[src/rtl/bup_pkg.sv]
`default_nettype none

package bup_pkg;

  // request kinds carried in the input tuser
  localparam logic [1:0] REQ_START  = 2'd0;
  localparam logic [1:0] REQ_PIXEL  = 2'd1;
  localparam logic [1:0] REQ_REPLAY = 2'd2;

  // configuration register indexes
  localparam logic [2:0] CFG_ORIGIN_X = 3'd0;
  localparam logic [2:0] CFG_ORIGIN_Y = 3'd1;
  localparam logic [2:0] CFG_WIDTH    = 3'd2;
  localparam logic [2:0] CFG_HEIGHT   = 3'd3;
  localparam logic [2:0] CFG_SCALE    = 3'd4;

  // display command bytes
  localparam logic [7:0] CMD_COLUMN_SET   = 8'h2A;
  localparam logic [7:0] CMD_PAGE_SET     = 8'h2B;
  localparam logic [7:0] CMD_MEMORY_WRITE = 8'h2C;

  // rgb565 to rgb666 byte masks
  localparam logic [7:0] RED_MASK   = 8'hF8;
  localparam logic [7:0] GREEN_MASK = 8'hFC;
  localparam logic [7:0] BLUE_MASK  = 8'hFF;

  // clamp limits
  localparam logic [9:0] MAX_HEIGHT = 10'd512;
  localparam logic [3:0] MAX_SCALE  = 4'd8;

  // byte index of the final byte of the window set-up sequence
  localparam logic [4:0] START_LAST = 5'd10;

  typedef enum logic [1:0] {
    JOB_START,
    JOB_PIXEL,
    JOB_REPLAY
  } job_kind_t;

  // work handed from the request front end to the byte sequencer
  typedef struct packed {
    job_kind_t   kind;
    logic [15:0] pix;
    logic [15:0] origin_x;
    logic [15:0] origin_y;
    logic [13:0] span_x;
    logic [13:0] span_y;
    logic [3:0]  scale;
    logic        done;
  } job_t;

endpackage

`default_nettype wire

[src/rtl/bup_ctrl.sv]
`default_nettype none

module bup_ctrl
  import bup_pkg::*;
#(
  parameter int MAX_WIDTH = 512,
  parameter int AW = 9
) (
  input  wire logic          clk,
  input  wire logic          rst,
  // configuration writes
  input  wire logic          cfg_valid,
  input  wire logic [2:0]    cfg_index,
  input  wire logic [15:0]   cfg_data,
  // incoming requests
  input  wire logic          req_valid,
  input  wire logic [1:0]    req_type,
  input  wire logic [15:0]   req_pixel,
  output logic               req_ready,
  // job slot toward the sequencer
  input  wire logic          job_take,
  output logic               job_valid,
  output job_t               job,
  // line store access
  output logic               mem_wr_en,
  output logic               mem_rd_en,
  output logic [AW-1:0]      mem_addr,
  output logic [15:0]        mem_wr_data
);

  localparam int CMPW = 14;

  logic [15:0] origin_x;
  logic [15:0] origin_y;
  logic [9:0]  src_width;
  logic [9:0]  src_height;
  logic [3:0]  scale_factor;

  logic [AW-1:0] column_count;
  logic [8:0]    row_count;
  logic [2:0]    repeat_count;
  logic          frame_active;

  logic [9:0]  w_eff;
  logic [9:0]  h_eff;
  logic [3:0]  s_eff;
  logic [AW:0] col_inc;
  logic [9:0]  row_inc;
  logic [3:0]  rep_inc;
  logic        accept;
  logic        is_start;
  logic        is_pixel;
  logic        is_replay;
  logic        col_wrap;
  logic        rep_wrap;
  logic        row_wrap;

  // clamp the geometry registers to their legal ranges
  always_comb begin
    if (src_width == 10'd0) begin
      w_eff = 10'd1;
    end else if ({4'd0, src_width} > CMPW'(MAX_WIDTH)) begin
      w_eff = 10'(MAX_WIDTH);
    end else begin
      w_eff = src_width;
    end
    if (src_height == 10'd0) begin
      h_eff = 10'd1;
    end else if (src_height > MAX_HEIGHT) begin
      h_eff = MAX_HEIGHT;
    end else begin
      h_eff = src_height;
    end
    if (scale_factor == 4'd0) begin
      s_eff = 4'd1;
    end else if (scale_factor > MAX_SCALE) begin
      s_eff = MAX_SCALE;
    end else begin
      s_eff = scale_factor;
    end
  end

  // request decode
  assign req_ready = !job_valid || job_take;
  assign accept    = req_valid && req_ready;
  assign is_start  = accept && (req_type == REQ_START);
  assign is_pixel  = accept && frame_active && (req_type == REQ_PIXEL)
                     && (repeat_count == 3'd0);
  assign is_replay = accept && frame_active && (req_type == REQ_REPLAY)
                     && (repeat_count != 3'd0);

  // position advance
  assign col_inc  = {1'b0, column_count} + 1'b1;
  assign row_inc  = {1'b0, row_count} + 1'b1;
  assign rep_inc  = {1'b0, repeat_count} + 1'b1;
  assign col_wrap = CMPW'(col_inc) >= CMPW'(w_eff);
  assign rep_wrap = rep_inc >= s_eff;
  assign row_wrap = row_inc >= h_eff;

  // line store port
  assign mem_wr_en   = is_pixel;
  assign mem_rd_en   = is_replay;
  assign mem_addr    = column_count;
  assign mem_wr_data = req_pixel;

  // configuration registers
  always_ff @(posedge clk) begin
    if (rst) begin
      origin_x     <= 16'd0;
      origin_y     <= 16'd0;
      src_width    <= 10'd1;
      src_height   <= 10'd1;
      scale_factor <= 4'd1;
    end else if (cfg_valid) begin
      unique case (cfg_index)
        CFG_ORIGIN_X: origin_x     <= cfg_data;
        CFG_ORIGIN_Y: origin_y     <= cfg_data;
        CFG_WIDTH:    src_width    <= cfg_data[9:0];
        CFG_HEIGHT:   src_height   <= cfg_data[9:0];
        CFG_SCALE:    scale_factor <= cfg_data[3:0];
        default: ;
      endcase
    end
  end

  // frame position counters
  always_ff @(posedge clk) begin
    if (rst) begin
      column_count <= '0;
      row_count    <= 9'd0;
      repeat_count <= 3'd0;
      frame_active <= 1'b0;
    end else if (is_start) begin
      column_count <= '0;
      row_count    <= 9'd0;
      repeat_count <= 3'd0;
      frame_active <= 1'b1;
    end else if (is_pixel || is_replay) begin
      if (col_wrap) begin
        column_count <= '0;
        if (rep_wrap) begin
          repeat_count <= 3'd0;
          if (row_wrap) begin
            row_count    <= 9'd0;
            frame_active <= 1'b0;
          end else begin
            row_count <= row_inc[8:0];
          end
        end else begin
          repeat_count <= rep_inc[2:0];
        end
      end else begin
        column_count <= col_inc[AW-1:0];
      end
    end
  end

  // job slot valid
  always_ff @(posedge clk) begin
    if (rst) begin
      job_valid <= 1'b0;
    end else if (is_start || is_pixel || is_replay) begin
      job_valid <= 1'b1;
    end else if (job_take) begin
      job_valid <= 1'b0;
    end
  end

  // job payload, window spans multiplied here and registered
  always_ff @(posedge clk) begin
    if (is_start || is_pixel || is_replay) begin
      job.kind     <= is_start ? JOB_START : (is_pixel ? JOB_PIXEL : JOB_REPLAY);
      job.pix      <= req_pixel;
      job.origin_x <= origin_x;
      job.origin_y <= origin_y;
      job.span_x   <= 14'(w_eff) * 14'(s_eff);
      job.span_y   <= 14'(h_eff) * 14'(s_eff);
      job.scale    <= s_eff;
      job.done     <= !is_start && col_wrap && rep_wrap && row_wrap;
    end
  end

endmodule

`default_nettype wire

[config.mk]
export PLATFORM = sky130hd
export DESIGN_NAME = bup_ctrl
export DESIGN_NICKNAME = d
export VERILOG_FILES = /design/src/rtl/bup_pkg.sv /design/src/rtl/bup_ctrl.sv
export SDC_FILE = /design/constraint.sdc
export NUM_CORES = 1
export LEC_CHECK = 0
export ABC_AREA = 1
export BUFFER_PORTS_ARGS = -buffer_cell sky130_fd_sc_hd__buf_2
export CORE_MARGIN = 3
export CORE_UTILIZATION = 30
export CTS_BUF_LIST = sky130_fd_sc_hd__clkbuf_4 sky130_fd_sc_hd__clkbuf_8
export DETAILED_ROUTE_END_ITERATION = 8
export PLACE_DENSITY_LB_ADDON = 0.1
export SLEW_MARGIN = 20
export SYNTH_ARGS = -nofsm -noshare
export SYNTH_HDL_FRONTEND = slang
export SYNTH_SLANG_ARGS = --single-unit
[constraint.sdc]
create_clock -name clk -period 3.18 [get_ports clk]
set_input_delay 0.636 -clock clk [delete_from_list [all_inputs] [get_ports clk]]
set_output_delay 0.636 -clock clk [all_outputs]
set_load 0.05 [all_outputs]
==> results.yml <==
outcome:
  status: "complete, but fails checks"
  failed_checks: "setup timing"
power:
  total_switching_power_mw: 1.53
  irDropWorstVdd_v: 0.000206
  p_clk_share_pct: 36.1
  internal_power_mw: 3.11
  leakagePower_nw: 5.63
  switching_share_pct: 33.1
  pwr-share-comb_pct: 14.5
  power.density_cell_area_nw_per_um2: 378
  power.share.sequential_pct: 49.3
detailed_routing:
  drt_drc_violations_left: 0
  drt_first_iter_violations: 348
  drt-wirelength-per-cell_um: 14.6
  vias_per_std_cell: 4.36
  drt_pass1_iterations: 4
  vias: 7394
  antenna_left: 0
  final_wl_um: 24900
place:
  finalWeightedCongestion: 0.838
  postPlaceCellArea_um2: 11200
  io_buffers: 153
  post-dp-hpwl_um: 18400
  pre_cts_slack_ns: -0.340
yosys:
  yosys.area.top_type_share_pct: 27.3
  yosys_warnings: 0
  number_of_synthesized_flops_with_an_enable_pin: 83
  ys_seq_area_share_pct: 44.6
  ys_top_cells_by_area: "sky130_fd_sc_hd__edfxtp_1, sky130_fd_sc_hd__dfxtp_1, sky130_fd_sc_hd__ha_1"
  synth.cell_area_um2: 9140
  ys_ff_latch: 162
  synth_area_per_cell_um2: 8.83
  post_synth_inst_count: 1035
  synth_fp_nets: 1173
  synthArstFlopShare_pct: 0
  synth_flop_cell: "sky130_fd_sc_hd__edfxtp_1"
  yosys.area.top_type: "sky130_fd_sc_hd__edfxtp_1"
  synth.distinct_cells: 41
sta:
  timing.final.max_slew_violations: 0
  setup_ws_ns: -0.291
  fin_crit_sh_pct: 109
  max_freq_ghz: 0.288
  timing_worst_slew_pin_value_ns: 0.643
  grt_setup_unrepaired: "true"
  worst_slew_margin_relative_to_its_limit_pct: 57.1
  hold_viol_final: 0
  final.setup_skew_ns: 0.0224
  setup_violations: 18
  period_needed_ns: 3.47
global_route:
  grt_pass1_vias: 7679
  grt_use_total_pct: 15.5
  grt_start_max_net_pins: 58
  initial_antenna_violation_count: 0
  overflow: 0
  grt_pass1_wl_um: 40700
critical_path:
  rrSetupSlack_ns: -0.29
  crit_type: "register to register"
  endpoint_class_of_the_critical_path: "register"
  worstPathMaxFanout: 5
  crit_arrival_ns: 3.71
  critical_path_required_ns: 3.41
  worst_setup_path_start_kind: "register"
clocking:
  post_cts_hold_buffers: 0
  cts_inserted_buffers: 17
  ctsRootBufferMaster: "sky130_fd_sc_hd__clkbuf_8"
  tritoncts: "built"
  clk_latency_ns: 0.48
  cts_htree_levels: 4
  register_clock_pin_slew_on_the_reported_worst_setup_and_hold_paths_ns: 0.12
  clock_sink_count: 162
  max-clock-path-buffers: 2
layout:
  final_layout_size_suffix_gt1_share_pct: 36.8
  finalNetCount: 1432
  antennaDiodeCount: 0
  final_design_area_no_fill_um2: 12300
  area_growth_pct: 34.5
floorplanning:
  standard_cell_rows: 63
  io_pins: 154
  die_h_um: 181
  fp.dieArea_um2: 32600
  floorplan.initialDensity_pct: 30.7
  die_w_um: 181
  core-area_um2: 29800
worst_hold_path:
  holdCritPathClass: "primary input to register"
flow_run:
  cap_viol_max_count: 0
## cell usage after synthesis (2+ instances only)
cell type / instances
sky130_fd_sc_hd__xnor2_1: 10
sky130_fd_sc_hd__or2_2: 2
sky130_fd_sc_hd__o21bai_1: 2
sky130_fd_sc_hd__nor3_1: 9
sky130_fd_sc_hd__nand3_1: 59
sky130_fd_sc_hd__xor2_1: 21
sky130_fd_sc_hd__clkinv_1: 3
sky130_fd_sc_hd__nor2_2: 11
sky130_fd_sc_hd__dfxtp_1: 79
sky130_fd_sc_hd__nand3b_1: 2
sky130_fd_sc_hd__buf_2: 11
sky130_fd_sc_hd__inv_1: 150
sky130_fd_sc_hd__inv_2: 5
sky130_fd_sc_hd__nand2_1: 120
sky130_fd_sc_hd__a21oi_1: 48
sky130_fd_sc_hd__o21ai_1: 11
sky130_fd_sc_hd__buf_6: 2
sky130_fd_sc_hd__a21o_1: 4
sky130_fd_sc_hd__nand4_1: 11
sky130_fd_sc_hd__fa_1: 32
sky130_fd_sc_hd__ha_1: 64
sky130_fd_sc_hd__nand3_2: 2
sky130_fd_sc_hd__o21ai_0: 62
sky130_fd_sc_hd__nand2_4: 2
sky130_fd_sc_hd__buf_1: 2
sky130_fd_sc_hd__nor2_1: 187
sky130_fd_sc_hd__edfxtp_1: 83
sky130_fd_sc_hd__buf_4: 17
sky130_fd_sc_hd__nor2_4: 3
sky130_fd_sc_hd__clkbuf_1: 10
## cell families after synthesis
family | synth area share, %
buffers and inverters | 9.23
and+or+nand+nor | 19.6
AOI/OAI and AO/OA | 7.86
adders and majority gates | 15.8
DFF | 44.6
xor gates and xnor gates | 2.97
## power groups by stage
stage                     logic [mW]  registers [mW]  clock network, mW
after CTS                      0.662            2.29               1.75
final                          0.675            2.29               1.68
after floorplan                0.280            2.47                  0
after global placement         0.634            2.33                  0
after detailed placement       0.636            2.33                  0
after global routing           0.735            2.30               1.84
## through the flow
stage | hold WS [ns] | util, % | power (mW) | TNS (ns) | std cells
floorplan | 0.403 | - | 2.75 | -0.272 | 1035
global placement | 0.406 | 37.6 | 2.97 | -2.93 | 1649
detailed placement | 0.410 | 37.6 | 2.97 | -3.79 | 1649
CTS | 0.299 | 40.1 | 4.70 | -2.14 | 1688
global route | 0.302 | 41.2 | 4.87 | -6.08 | 1697
finish | 0.334 | 41.2 | 4.64 | -3.03 | 1697
## cells in the final DEF (no fill, tap or decap), types with 8 or more instances in the layout
cell,count
sky130_fd_sc_hd__o21ai_0,55
sky130_fd_sc_hd__buf_4,115
sky130_fd_sc_hd__fa_1,28
sky130_fd_sc_hd__edfxtp_1,83
sky130_fd_sc_hd__clkbuf_8,17
sky130_fd_sc_hd__ha_4,13
sky130_fd_sc_hd__a21oi_1,35
sky130_fd_sc_hd__dfxtp_1,71
sky130_fd_sc_hd__nor2_2,27
sky130_fd_sc_hd__xnor2_1,9
sky130_fd_sc_hd__ha_1,49
sky130_fd_sc_hd__nand2_1,96
sky130_fd_sc_hd__nor2_1,160
sky130_fd_sc_hd__xor2_1,20
sky130_fd_sc_hd__o21ai_1,13
sky130_fd_sc_hd__buf_2,153
sky130_fd_sc_hd__nand3_1,49
sky130_fd_sc_hd__nor2_4,14
sky130_fd_sc_hd__a21oi_2,10
sky130_fd_sc_hd__nand2_4,11
sky130_fd_sc_hd__inv_1,128
sky130_fd_sc_hd__nand2_2,16
sky130_fd_sc_hd__buf_6,12
sky130_fd_sc_hd__nand3_2,10
sky130_fd_sc_hd__inv_2,26
sky130_fd_sc_hd__nand4_1,11
sky130_fd_sc_hd__dfxtp_2,8
## what timing repair did
| action | CTS | global route |
|---|---|---|
| resized for setup | 77 | 69 |
| gates cloned | 1 | 0 |
| pin swaps | 27 | 31 |
| setup endpoints to repair | 18 | 20 |
| buffers inserted | 6 | 11 |
## metal layers
metal | track usage [%] | vias up | part of all wire, %
li1 | - | 3845 | -
met1 | 21.9 | 3408 | 50
met2 | 24.9 | 126 | 46
met3 | 2.52 | 15 | 3.1
met4 | 3.59 | 0 | 0.83
met5 | 0 | - | 0
## layout make-up
type | count | area [µm²]
fill | 3066 | 17500
multi-input combinational | 673 | 4870
sequential | 162 | 4080
timing repair buffer | 282 | 1800
inverter | 158 | 599
tap | 390 | 488
clock buffer | 17 | 234
clock inverter | 15 | 204
## critical path: stages (launching register included)
cell,delay (ns)
sky130_fd_sc_hd__dfxtp_2,0.34
sky130_fd_sc_hd__nor2_2,0.11
sky130_fd_sc_hd__nand3_2,0.09
sky130_fd_sc_hd__o31ai_4,0.33
sky130_fd_sc_hd__buf_6,0.18
sky130_fd_sc_hd__buf_6,0.11
sky130_fd_sc_hd__nand3_4,0.06
sky130_fd_sc_hd__fa_2,0.49
sky130_fd_sc_hd__fa_2,0.63
sky130_fd_sc_hd__inv_2,0.05
sky130_fd_sc_hd__ha_4,0.27
sky130_fd_sc_hd__nand2_4,0.06
sky130_fd_sc_hd__o21ai_4,0.21
sky130_fd_sc_hd__buf_6,0.13
sky130_fd_sc_hd__a21oi_4,0.04
sky130_fd_sc_hd__xnor2_1,0.13
## worst paths after layout
path | startpoint | endpoint | cells past startpoint
worst max-delay path | src_width[3] | job[28] | 15
worst min-delay path | req_pixel[5] | job[70] | 1
worst max register to register | src_width[3] | job[28] | 15
worst min register to register | origin_x[10] | job[59] | 0
## flip-flops by register name, summed over array words and instances (netlist names)
| name | flops |
|---|---|
| job_valid | 1 |
| repeat_count | 3 |
| src_height | 10 |
| mem_addr | 9 |
| origin_y | 16 |
| scale_factor | 4 |
| src_width | 10 |
| origin_x | 16 |
| row_count | 9 |
| frame_active | 1 |
| job | 83 |
(Power assumes the default switching activity.)
