[src/rtl/bup_pkg.sv]
`default_nettype none

package bup_pkg;

  // request kinds carried in the input tuser
  localparam logic [1:0] REQ_START  = 2'd0;
  localparam logic [1:0] REQ_PIXEL  = 2'd1;
  localparam logic [1:0] REQ_REPLAY = 2'd2;

  // configuration register indexes
  localparam logic [2:0] CFG_ORIGIN_X = 3'd0;
  localparam logic [2:0] CFG_ORIGIN_Y = 3'd1;
  localparam logic [2:0] CFG_WIDTH    = 3'd2;
  localparam logic [2:0] CFG_HEIGHT   = 3'd3;
  localparam logic [2:0] CFG_SCALE    = 3'd4;

  // display command bytes
  localparam logic [7:0] CMD_COLUMN_SET   = 8'h2A;
  localparam logic [7:0] CMD_PAGE_SET     = 8'h2B;
  localparam logic [7:0] CMD_MEMORY_WRITE = 8'h2C;

  // rgb565 to rgb666 byte masks
  localparam logic [7:0] RED_MASK   = 8'hF8;
  localparam logic [7:0] GREEN_MASK = 8'hFC;
  localparam logic [7:0] BLUE_MASK  = 8'hFF;

  // clamp limits
  localparam logic [9:0] MAX_HEIGHT = 10'd512;
  localparam logic [3:0] MAX_SCALE  = 4'd8;

  // byte index of the final byte of the window set-up sequence
  localparam logic [4:0] START_LAST = 5'd10;

  typedef enum logic [1:0] {
    JOB_START,
    JOB_PIXEL,
    JOB_REPLAY
  } job_kind_t;

  // work handed from the request front end to the byte sequencer
  typedef struct packed {
    job_kind_t   kind;
    logic [15:0] pix;
    logic [15:0] origin_x;
    logic [15:0] origin_y;
    logic [13:0] span_x;
    logic [13:0] span_y;
    logic [3:0]  scale;
    logic        done;
  } job_t;

endpackage

`default_nettype wire

[src/rtl/bup_emit.sv]
`default_nettype none

module bup_emit
  import bup_pkg::*;
(
  input  wire logic        clk,
  input  wire logic        rst,
  // job slot from the front end
  input  wire logic        job_valid,
  input  wire job_t        job,
  output logic             job_take,
  // line store read data for replays
  input  wire logic [15:0] rd_data,
  // output byte register
  output logic             out_valid,
  input  wire logic        out_ready,
  output logic [7:0]       out_byte,
  output logic             out_is_data,
  output logic             out_last,
  output logic             out_done
);

  logic        busy;
  job_kind_t   kind;
  logic [15:0] pix;
  logic [15:0] x1;
  logic [15:0] x2;
  logic [15:0] y1;
  logic [15:0] y2;
  logic        done;
  logic [4:0]  idx;
  logic [1:0]  phase;
  logic [4:0]  last_idx;

  logic        adv;
  logic        is_last;
  logic [7:0]  byte_next;
  logic        data_next;
  logic [15:0] wx2;
  logic [15:0] wy2;

  assign adv      = busy && (!out_valid || out_ready);
  assign is_last  = idx == last_idx;
  assign job_take = job_valid && (!busy || (adv && is_last));

  // window end points
  assign wx2 = job.origin_x + 16'(job.span_x) - 16'd1;
  assign wy2 = job.origin_y + 16'(job.span_y);

  // byte selection
  always_comb begin
    byte_next = CMD_MEMORY_WRITE;
    data_next = 1'b1;
    if (kind == JOB_START) begin
      unique case (idx)
        5'd0: begin
          byte_next = CMD_COLUMN_SET;
          data_next = 1'b0;
        end
        5'd1: byte_next = x1[15:8];
        5'd2: byte_next = x1[7:0];
        5'd3: byte_next = x2[15:8];
        5'd4: byte_next = x2[7:0];
        5'd5: begin
          byte_next = CMD_PAGE_SET;
          data_next = 1'b0;
        end
        5'd6: byte_next = y1[15:8];
        5'd7: byte_next = y1[7:0];
        5'd8: byte_next = y2[15:8];
        5'd9: byte_next = y2[7:0];
        default: begin
          byte_next = CMD_MEMORY_WRITE;
          data_next = 1'b0;
        end
      endcase
    end else begin
      case (phase)
        2'd0:    byte_next = pix[15:8] & RED_MASK;
        2'd1:    byte_next = pix[10:3] & GREEN_MASK;
        default: byte_next = {pix[4:0], 3'd0} & BLUE_MASK;
      endcase
    end
  end

  // sequencer control
  always_ff @(posedge clk) begin
    if (rst) begin
      busy <= 1'b0;
    end else if (job_take) begin
      busy <= 1'b1;
    end else if (adv && is_last) begin
      busy <= 1'b0;
    end
  end

  // job load and byte position
  always_ff @(posedge clk) begin
    if (job_take) begin
      kind  <= job.kind;
      pix   <= (job.kind == JOB_REPLAY) ? rd_data : job.pix;
      done  <= job.done;
      idx   <= 5'd0;
      phase <= 2'd0;
      if (wx2 < job.origin_x) begin
        x1 <= wx2;
        x2 <= job.origin_x;
      end else begin
        x1 <= job.origin_x;
        x2 <= wx2;
      end
      if (wy2 < job.origin_y) begin
        y1 <= wy2;
        y2 <= job.origin_y;
      end else begin
        y1 <= job.origin_y;
        y2 <= wy2;
      end
      if (job.kind == JOB_START) begin
        last_idx <= START_LAST;
      end else begin
        last_idx <= {1'b0, job.scale} + {job.scale, 1'b0} - 5'd1;
      end
    end else if (adv) begin
      idx   <= idx + 5'd1;
      phase <= (phase == 2'd2) ? 2'd0 : phase + 2'd1;
    end
  end

  // output register valid
  always_ff @(posedge clk) begin
    if (rst) begin
      out_valid <= 1'b0;
    end else if (adv) begin
      out_valid <= 1'b1;
    end else if (out_ready) begin
      out_valid <= 1'b0;
    end
  end

  // output register payload
  always_ff @(posedge clk) begin
    if (adv) begin
      out_byte    <= byte_next;
      out_is_data <= data_next;
      out_last    <= is_last;
      out_done    <= is_last && done && (kind != JOB_START);
    end
  end

endmodule

`default_nettype wire

[config.mk]
export PLATFORM = sky130hd
export DESIGN_NAME = bup_emit
export DESIGN_NICKNAME = d
export VERILOG_FILES = /design/src/rtl/bup_pkg.sv /design/src/rtl/bup_emit.sv
export SDC_FILE = /design/constraint.sdc
export NUM_CORES = 1
export LEC_CHECK = 0
export BUFFER_PORTS_ARGS = -buffer_cell sky130_fd_sc_hd__buf_2
export CORE_UTILIZATION = 35
export CTS_CLUSTER_SIZE = 20
export DETAILED_ROUTE_END_ITERATION = 10
export PLACE_DENSITY = 0.59
export SYNTH_ARGS = -nofsm -noshare
export SYNTH_HDL_FRONTEND = slang
export SYNTH_SLANG_ARGS = --single-unit
[constraint.sdc]
create_clock -name clk -period 12.1 [get_ports clk]
set_input_delay 0.605 -clock clk [delete_from_list [all_inputs] [get_ports clk]]
set_output_delay 0.605 -clock clk [all_outputs]
set_load 0.02 [all_outputs]
==> results by group, run 1 <==
Synthesis
  – Post-synth EDFFs: 99
  – Cell Area, Synth: between 0.007 and 0.008 mm^2
  – #FFs+latches synth: between 100 and 150
  – Avg Inst Size Synth: approximately 11 um^2
  – Most frequent cells after synthesis: edfxtp_1, inv_1, ha_1
  – Synth top area cells: edfxtp_1, ha_1, mux2_2, inv_1, mux2_4
  – Area leader, netlist: edfxtp_1
  – Most common cell in the netlist: edfxtp_1
  – Post-synthesis sequential area ratio: between 40% and 50%
  – Cells after synthesis: 712
  – Yosys cell types: 59
  – Syn nets: ~900
  – Synth warn: 0
  – Commonest register cell after synthesis: edfxtp_1
  – Share of the synthesized area in the top cell type: between 30% and 40%
  – FFs w/ async S/R, synth: 0%

Die
  – IO Pins: around 120
  – DIE AREA: ~0.022 mm^2
  – Std-Cell Rows: 53
  – Initial core utilization: between 30 and 40%
  – Die height: roughly 150 um
  – Core Area: 0.02115 mm^2
  – Die W: roughly 150 um

Global routing
  – Global-route wire length before repair: about 27 mm
  – Total grt overflow: 0
  – Largest net degree at the start of global routing: 50
  – Initial antenna violation count: 0
  – Total track usage: between 15 and 20%
  – Vias in the first global route: about 5,300

Setup path
  – R2R setup slack: slightly below 9 ns
  – Setup CP Type: in -> reg
  – Worst Setup Start Kind: primary input
  – R2R depth: 7
  – Crit. End Element: register
  – Reg2Reg Launch Point: idx[2]
  – Req. time, crit path: about 12 ns
  – Slowest stage delay, CP: approximately 0.43 ns
  – Worst R2R End: x1[4]
  – CP Max Fanout: 48
  – Slowest CP cell: o31ai_1
  – Bufs and invs on worst path: 5
  – CP cell instances: buf_2 -> inv_1 -> ha_1 -> inv_1 -> ha_1 -> inv_1 -> fa_1 -> nor2b_1 -> o2111a_1 -> o31ai_1 -> a21oi_1 -> o22ai_1 -> xnor2_1 -> xnor2_1 -> ha_1 -> a2111oi_0 -> o21ai_0 -> o22ai_1 -> o21ai_2 -> buf_4 -> nor2_1 -> mux2i_1 -> xnor2_1
  – Crit path max-delay family: compound AO/OA/AOI/OAI gates
  – CP arrival: around 4.7 ns

CTS
  – Htree depth: 3
  – TritonCTS Buffers: 9
  – Clk_lat worst skew: between 0.3 and 0.4 ns
  – Post-cts sizing count: 0
  – Setup Buffers After CTS: 0
  – Reg clk slew, reported paths: 0.07 ns
  – Clock buffer depth: 2
  – Root Buffer: clkbuf_16
  – CTS tree: yes
  – Number of hold buffers added after cts: 0
  – Clock sinks: 108

Pwr
  – Peak VDD IR: 72.66 uV
  – Power Dens Cells: between 100 and 150 mW/mm^2
  – NetSw: about 380 uW
  – Leakage: roughly 0.0038 uW
  – Comb pwr share: between 30% and 40%
  – Overall power: 1256 uW
  – Clock power share: 25.0%
  – Internal power: ~870 uW
  – Sw Ratio: about 30%
  – Register share of total power: 40.7%

Routing
  – Wirelength per Cell: 15.35 um
  – Vias per inst: 5.032
  – Vias: between 5,000 and 6,000
  – Final wirelength: between 15 and 20 mm
  – DRT Pass-1 Iters: 5
  – Post-route DRC: 0
  – DRT iter0 DRCs: 286
  – Routed Antenna Nets: 0

Cells and area
  – Layout cells sized above 1: about a quarter
  – Layout area overhead: 15.98%
  – # nets final: 1,015
  – # diodes: 0
  – Fillers: ~2,000
  – Final non-filler cell total: approximately 1,100

Place
  – Pre-CTS setup slack: ~7 ns
  – Gp weighted congestion: approximately 0.84
  – Placed Cells: 1,093
  – Post-DP HPWL: 13.73 mm
  – IO Port Bufs: 115

Min path
  – Worst Hold Launch: rst
  – WHS Endpoint: out_valid
  – Worst Hold Depth: 2
  – Hold crit path type: in -> reg

STA
  – Fmax: between 200 and 250 MHz
  – Final Cycle Share: between 30% and 40%
  – Worst Skew: roughly 0.0069 ns
  – Slew @ Worst Pin: 0.9221 ns
  – Max transition margin: between 30% and 40%
  – Final Hold Viols: 0
  – RSZ-0062 raised after global routing: no
  – Final Setup Violations: 0
  – Setup TNS: 0 ns
  – Setup ws final: 7.463 ns
  – Final slew viol count: 0
  – Fin Hold WS: approximately 0.44 ns
  – Fin crit period: roughly 4.6 ns

Status
  – Status: complete, no violations

Run
  – Total of max-cap violations: 0
layout make-up:
class                      count  area (um^2)  area share [%]
timing repair buffer         120        613.1           6.944
sequential                   108         3153           35.71
multi-input combinational    500         4061           46.00
clock buffer                  12        246.5           2.792
inverter                      90        337.8           3.827
clock inverter                 4        72.57          0.8220
tap                          275        344.1           3.897
worst max path at each step:
stage            start  endpoint  slack, ns  cells after the start
2_1_floorplan   idx[2]  job_take       5.52                      6
3_3_place_gp    job[5]     y2[1]       7.27                     17
3_5_place_dp   job[50]    x1[15]       7.14                     23
4_1_cts        job[50]    x1[15]       7.50                     23
5_1_grt        job[50]    x1[15]       7.02                     23
6_report       job[50]    x1[15]       7.46                     23
stage by stage:
stage / instance area, um^2 / util, %
after CTS: 8828 / 41.73
after global routing: 8828 / 41.73
after detailed placement: 8509 / 40.23
final: 8828 / 41.73
after global placement: 8509 / 40.23
after floorplan: 7612 / -
power by group through the flow:
stage / clock [uW] / combinational [uW] / sequential (uW)
floorplan: 0 / 333 / 511
global placement: 0 / 426 / 520
detailed placement: 0 / 433 / 520
CTS: 319 / 435 / 512
global route: 332 / 484 / 515
finish: 313 / 431 / 511
routing by layer:
metal  wire length (um)  vias to the layer above  global-route usage [%]
met3                991                       12                   2.835
met5                  0                        -                       0
met4                125                        0                   2.806
li1                   -                     2843                       -
met1               7622                     2585                   20.10
met2               8288                      141                   26.85
logic make-up (layout without fill, tap and decap cells):
family	Yosys count	count (layout)	share of synthesized area (%)
muxes	75	75	12.02
buffers and inverters	104	226	5.424
adders and majority gates	83	83	13.84
and+or+nand+nor	145	145	8.991
DFF	108	108	41.42
xor gates and xnor gates	39	39	4.487
AOI/OAI and AO/OA	158	158	13.82
placed cells by master (no fill, tap or decap), drive strengths merged, types with 3 or more instances in the layout:
cell type,Yosys,routed
nor2,49,49
o22ai,8,8
xnor2,24,24
nand4,5,5
a22oi,15,15
clkinv,1,3
inv,89,89
a21o,6,6
a22o,5,5
mux2,61,61
clkbuf,11,12
o21a,7,7
a211oi,3,3
nand2b,12,12
nand2,34,34
dfxtp,9,9
ha,81,81
a31oi,6,6
edfxtp,99,99
xor2,15,15
buf,3,120
o21ai,32,32
nor3,12,12
a21oi,42,42
and3,6,6
or3,3,3
a2111oi,3,3
nor2b,9,9
nand3,9,9
mux2i,14,14
a221oi,8,8
o211ai,3,3
flip-flops by register name (all words and copies together) (netlist names):
name         cells
y1              16
kind             2
phase            2
last_idx         5
x1              16
done             1
out_is_data      1
idx              5
pix             16
out_last         1
y2              16
busy             1
out_byte         8
out_done         1
out_valid        1
x2              16
No activity file was read; power rests on OpenSTA's default activity.
==> inputs of run 2 (changes only) <==
clock period = 4.7 ns   (was 12.1 ns; I/O delays follow)
==> run 2 against run 1 <==
  * Critical path depth did not move
  * Core utilization barely moved
  * Die area did not move
  * Largest cell class unchanged
  * Clock-buffer cell count fell by 1
  * Sequential share of layout area barely moved
  * Sequential power rose to 2.6 times the previous value
  * Critical endpoint unchanged
  * Global-route usage rose by 0.071 points
  * Clock skew rose by 0.0019 ns
  * Via count rose by 0.18%
  * Worst hold slack got worse by 0.38 ns
==> results by group, run 2 (synthesized netlist as in run 1, its figures left out) <==
Routing
  – DR WL met3: 921 um (-7.1%)
  – Routed Antenna Nets: 0 (unchanged)
  – M1 wire length: 7.550 mm (-0.94%)
  – DRT iter0 DRCs: 282 (-1.4%)
  – Vias per inst: 5.032 (about the same)
  – Post-route DRC: 0 (unchanged)
  – Wirelength per Cell: 15.19 um (-1.1%)
  – Final wirelength: 16.87 mm (-0.91%)
  – Met2 wire len: 8.348 mm (+0.72%)
  – DRT Pass-1 Iters: 4 (-1)
  – Vias: 5,591 (+0.18%)
  – Top routing layer in use: met4

STA
  – Setup TNS: 0 ns (unchanged)
  – Max transition margin: 40.45% (+2.4 points)
  – Final Setup Violations: 0 (unchanged)
  – Final Hold Viols: 0 (unchanged)
  – RSZ-0062 raised after global routing: no
  – Fin crit period: approximately 4.2 ns
  – Final slew viol count: 0 (unchanged)
  – Final Cycle Share: approximately 90%
  – Slew @ Worst Pin: 0.8864 ns (-0.03563 ns)
  – Fmax: around 240 MHz
  – Worst Skew: 0.008811 ns (+0.001925 ns)

Cells and area
  – Layout area overhead: 15.89% (about the same)
  – Finished Core Util: 41.70% (about the same)
  – # diodes: 0 (unchanged)
  – Layout cells sized above 1: 24.52% (+0.18 points)
  – # nets final: 1,017 (+0.20%)
  – Most frequent cells in the layout: buf_2, edfxtp_1, inv_1, ha_1, nor2_1
  – Final non-filler cell total: 1,111 (+0.18%)
  – Commonest non-fill, non-tap cell in the layout: buf_2
  – Fillers: 2,067 (+1.1%)

Die
  – Die W: 149.5 um (unchanged)
  – Initial core utilization: 35.99% (unchanged)
  – IO Pins: 116 (unchanged)
  – DIE AREA: 0.02234 mm^2 (unchanged)
  – Std-Cell Rows: 53 (unchanged)
  – Core Area: 0.02115 mm^2 (unchanged)
  – Die height: 149.5 um (unchanged)

CTS
  – Clk_lat worst skew: 0.34 ns (about the same)
  – TritonCTS Buffers: 9 (unchanged)
  – Root Buffer: clkbuf_16
  – Htree depth: 3 (unchanged)
  – Clock buffer depth: 2 (unchanged)
  – Post-cts sizing count: 0 (unchanged)
  – Clock sinks: 108 (unchanged)
  – Reg clk slew, reported paths: 0.07 ns (about the same)
  – Setup Buffers After CTS: 0 (unchanged)
  – Number of hold buffers added after cts: 0 (unchanged)
  – CTS tree: yes

Pwr
  – Leakage: 0.003802 uW (about the same)
  – Power Dens Cells: 359.4 mW/mm^2 (+150%)
  – Peak VDD IR: 157.2 uV (+120%)
  – Overall power: 3170 uW (+150%)

Setup path
  – Setup CP Type: in -> reg
  – Worst Setup Start Kind: primary input
  – CP arrival: 4.26 ns (-0.47 ns)
  – Reg2Reg Launch Point: idx[2]
  – Worst R2R End: y2[6]
  – R2R setup slack: 1.76 ns (-7.17 ns)
  – Req. time, crit path: 4.79 ns (-7.41 ns)
  – CP Max Fanout: 19 (-60%)
  – R2R depth: 6 (-1)
  – Crit. End Element: register

Global routing
  – Largest net degree at the start of global routing: 41 (-18%)
  – Global-route wire length before repair: 26.75 mm (-0.21%)
  – Total track usage: 15.55% (+0.071 points)
  – Vias in the first global route: 5,363 (+0.43%)
  – Initial antenna violation count: 0 (unchanged)
  – Total grt overflow: 0 (unchanged)

Run
  – Total of max-cap violations: 0 (unchanged)

Min path
  – Worst Hold Depth: 2 (unchanged)
  – Hold crit path type: in -> reg
  – WHS Endpoint: out_valid
  – Worst Hold Launch: rst

Place
  – Gp weighted congestion: 0.8750 (+3.9%)
  – Post-DP HPWL: 13.78 mm (+0.36%)
  – IO Port Bufs: 115 (unchanged)
  – Placed Cells: 1,095 (+0.18%)

Status
  – Status: complete, no violations
[run 2: layer usage]
| layer | global-route usage, % | vias to the layer above |
|---|---|---|
| met5 | 0 | - |
| met4 | 2.653 | 0 |
| met3 | 2.713 | 6 |
| met2 | 26.92 | 155 |
| met1 | 20.39 | 2588 |
| li1 | - | 2842 |
[run 2: critical path, cell delays in order]
cell and delay [ns]:
buf_2 0.09, inv_1 0.06, ha_1 0.27, inv_1 0.04
ha_1 0.20, inv_1 0.07, fa_1 0.20, nor2b_1 0.07
o2111a_1 0.27, o31ai_1 0.46, a21oi_1 0.13, o22ai_1 0.22
xnor2_1 0.17, xnor2_1 0.09, ha_1 0.20, a2111oi_0 0.38
o21ai_0 0.16, o22ai_1 0.27, o21ai_2 0.09, buf_4 0.20
nor2_1 0.15, mux2i_1 0.10, xnor2_1 0.13
[run 2: worst max-delay path by stage]
stage,from,end,slack (ns),cells past startpoint
6_report,job[50],x1[15],0.53,23
5_1_grt,job[50],x1[15],0.21,23
4_1_cts,job[50],x1[15],0.62,23
3_5_place_dp,job[50],x1[15],0.26,23
3_3_place_gp,job[50],x1[15],0.37,23
2_1_floorplan,idx[2],done,0.27,6
[run 2: metrics by stage]
stage	area [um^2]	hold slack [ns]	worst slack [ns]
final	8822	0.05913	0.5332
after global routing	8822	0.05648	0.2104
after CTS	8822	0.04918	0.6195
after detailed placement	8537	0.4168	0.2605
after global placement	8537	0.4153	0.3745
after floorplan	7616	0.3041	0.2704
[run 2: final cells by class]
cell class,count,area [um^2],area share [%]
multi-input combinational,500,4061,46.04
timing repair buffer,122,640.6,7.261
clock inverter,5,52.55,0.5957
clock buffer,11,232.7,2.638
tap,275,344.1,3.900
inverter,90,337.8,3.829
sequential,108,3153,35.74
[run 2: where the power goes]
group	total, uW	switching (uW)	internal [uW]
registers	1320	71.2	1250
logic	1120	590	530
clock network	730	320	411
==> inputs of run 3 (changes only) <==
BUFFER_PORTS_ARGS = default   (was -buffer_cell sky130_fd_sc_hd__buf_2)
DONT_BUFFER_PORTS = 1   (was default)
PLACE_DENSITY = 0.54   (was 0.59)
==> run 3 against run 2 <==
  * Critical endpoint is now x1[3]
  * Sequential power hardly changed
  * Flip-flop and latch count stayed put
  * Largest power group unchanged
  * Critical path depth is 3 lower
  * Worst hold slack worse by 0.029 ns
  * Die area stayed put
  * Final area is 5.9% lower
  * Setup slack better by 0.075 ns
  * Combinational power is 5% lower
  * Highest routed layer unchanged
  * Non-clock buffer count is 115 lower
==> results by group, run 3 (synthesized netlist as in run 1, its figures left out) <==
Pwr
  – Comb pwr share: 33.6% (-1.7 points)
  – Overall power: 3166 uW (-0.13%)
  – NetSw: 995.2 uW (+1.4%)
  – Clock power share: 24.2% (+1.2 points)
  – Sw Ratio: 31.43% (+0.48 points)
  – Leakage: 0.003359 uW (-12%)
  – Register share of total power: 42.2% (+0.6 points)
  – Internal power: 2171 uW (-0.83%)
  – Power Dens Cells: 381.2 mW/mm^2 (+6.1%)
  – Peak VDD IR: 166.5 uV (+5.9%)

STA
  – Final slew viol count: 0 (unchanged)
  – Max transition margin: 33.10% (-7.3 points)
  – Worst Skew: 0.008913 ns (+0.0001021 ns)
  – Setup TNS: 0 ns (unchanged)
  – Fmax: 244.4 MHz (+1.8%)
  – Slew @ Worst Pin: 0.9958 ns (+0.1094 ns)
  – Final Cycle Share: 87.06% (-1.6 points)
  – RSZ-0062 raised after global routing: no
  – Final Hold Viols: 0 (unchanged)
  – Fin crit period: 4.092 ns (-0.07489 ns)
  – Final Setup Violations: 0 (unchanged)

Routing
  – Vias: 5,273 (-5.7%)
  – Post-route DRC: 0 (unchanged)
  – DRT iter0 DRCs: 275 (-2.5%)
  – Wirelength per Cell: 16.85 um (+11%)
  – Final wirelength: 16.79 mm (-0.52%)
  – Routed Antenna Nets: 0 (unchanged)
  – Vias per inst: 5.294 (+5.2%)
  – DRT Pass-1 Iters: 6 (+2)

Global routing
  – Total grt overflow: 0 (unchanged)
  – Largest net degree at the start of global routing: 77 (+88%)
  – Total track usage: 15.50% (-0.051 points)
  – Initial antenna violation count: 0 (unchanged)
  – Vias in the first global route: 5,217 (-2.7%)
  – Global-route wire length before repair: 26.78 mm (+0.10%)

Cells and area
  – Finished Core Util: 39.26% (-2.4 points)
  – Most frequent cells in the layout: edfxtp_1, inv_1, ha_1, nor2_1
  – Layout cells sized above 1: 12.48% (-12 points)
  – # diodes: 0 (unchanged)
  – Fillers: 2,016 (-2.5%)
  – Commonest non-fill, non-tap cell in the layout: edfxtp_1
  – # nets final: 902 (-11%)
  – Layout area overhead: 9.106%

Die
  – Initial core utilization: 35.99% (unchanged)
  – IO Pins: 116 (unchanged)
  – Die height: 149.5 um (unchanged)
  – Core Area: 0.02115 mm^2 (unchanged)
  – Std-Cell Rows: 53 (unchanged)
  – DIE AREA: 0.02234 mm^2 (unchanged)
  – Die W: 149.5 um (unchanged)

Place
  – Post-DP HPWL: 13.54 mm (-1.7%)
  – Gp weighted congestion: 0.8811 (+0.70%)
  – IO Port Bufs: 0 (-100%)

Setup path
  – Crit. End Element: register
  – Setup crit start: job[50]
  – CP arrival: 4.19 ns (-0.07 ns)
  – Reg2Reg Launch Point: idx[2]
  – R2R depth: 6 (unchanged)
  – Slowest CP cell: o31ai_1
  – Setup CP Type: in -> reg
  – Crit path max-delay family: compound AO/OA/AOI/OAI gates
  – Slowest stage delay, CP: 0.48 ns (+0.02 ns)
  – Bufs and invs on worst path: 4 (-1)
  – Worst R2R End: x2[15]
  – Req. time, crit path: 4.80 ns (about the same)
  – CP Max Fanout: 48 (+29)
  – R2R setup slack: 1.69 ns (-0.07 ns)
  – CP cell instances: inv_1 -> ha_1 -> inv_1 -> ha_1 -> inv_1 -> fa_1 -> nor2b_1 -> o2111a_1 -> o31ai_1 -> a21oi_1 -> o22ai_1 -> xnor2_1 -> xnor2_1 -> ha_1 -> nand4_1 -> nor2_1 -> o221ai_1 -> o21ai_2 -> buf_12 -> mux2_2
  – Worst Setup Start Kind: primary input

Status
  – Status: complete, no violations

CTS
  – Clock sinks: 108 (unchanged)
  – TritonCTS Buffers: 9 (unchanged)
  – Setup Buffers After CTS: 0 (unchanged)
  – Clk_lat worst skew: 0.35 ns (about the same)
  – Reg clk slew, reported paths: 0.08 ns (about the same)
  – CTS tree: yes
  – Htree depth: 3 (unchanged)
  – Root Buffer: clkbuf_16
  – Clock buffer depth: 2 (unchanged)

Min path
  – WHS Endpoint: busy
  – Hold crit path type: in -> reg
  – Worst Hold Depth: 2 (unchanged)
  – Worst Hold Launch: job_valid

Run
  – Total of max-cap violations: 0 (unchanged)
[run 3: stage by stage]
step / hold slack (ns) / std cells / setup slack, ns / cell area (um^2)
floorplan: 0.3041 / 712 / 0.2704 / 7616
global placement: 0.3057 / 976 / 0.3746 / 7956
detailed placement: 0.3130 / 976 / 0.2572 / 7956
CTS: 0.02689 / 996 / 0.6271 / 8303
global route: 0.03282 / 996 / 0.1689 / 8305
finish: 0.03005 / 996 / 0.6081 / 8305
[run 3: layout make-up]
cell class	instances	area, um^2	area share [%]
flip-flops and latches	108	3153	37.96
inverters	90	337.8	4.067
repair buffers	7	100.1	1.205
well taps	275	344.1	4.143
clock buffers	9	225.2	2.712
clock inverters	7	81.33	0.9792
multi-input cells	500	4064	48.93
[run 3: power groups by stage]
stage / Combinational [uW] / Sequential, uW / Clock (uW)
3_5_place_dp: 1070 / 1360 / 0
5_1_grt: 1200 / 1350 / 824
4_1_cts: 1080 / 1340 / 784
2_1_floorplan: 856 / 1310 / 0
6_report: 1060 / 1340 / 766
3_3_place_gp: 1030 / 1360 / 0
[run 3: timing repair]
action | 4_1_cts | 5_1_grt
setup endpoints to repair | 0 | 0
hold endpoints to repair | 5 | 0
hold buffers | 4 | 0
resized for setup | 0 | 0
[run 3: worst max-delay path by stage]
stage / end / depth (start not counted)
4_1_cts: x1[15] / 22
2_1_floorplan: done / 6
3_5_place_dp: x1[15] / 22
3_3_place_gp: x1[5] / 20
6_report: x1[3] / 20
5_1_grt: x1[15] / 22
[run 3: worst register-to-register path, cell delays in order (launching register included)]
cell and delay (ns):
dfxtp_1 0.68, xnor2_1 0.18, nand3_1 0.08, nor3_1 0.36, nand2_1 0.18, a21boi_4 0.70
buf_12 0.41
[run 3: metal layers]
layer	GRT usage (%)	wire length, um
met4	2.908	155
met1	19.27	7213
met2	27.18	8335
met5	0	0
met3	3.750	1081
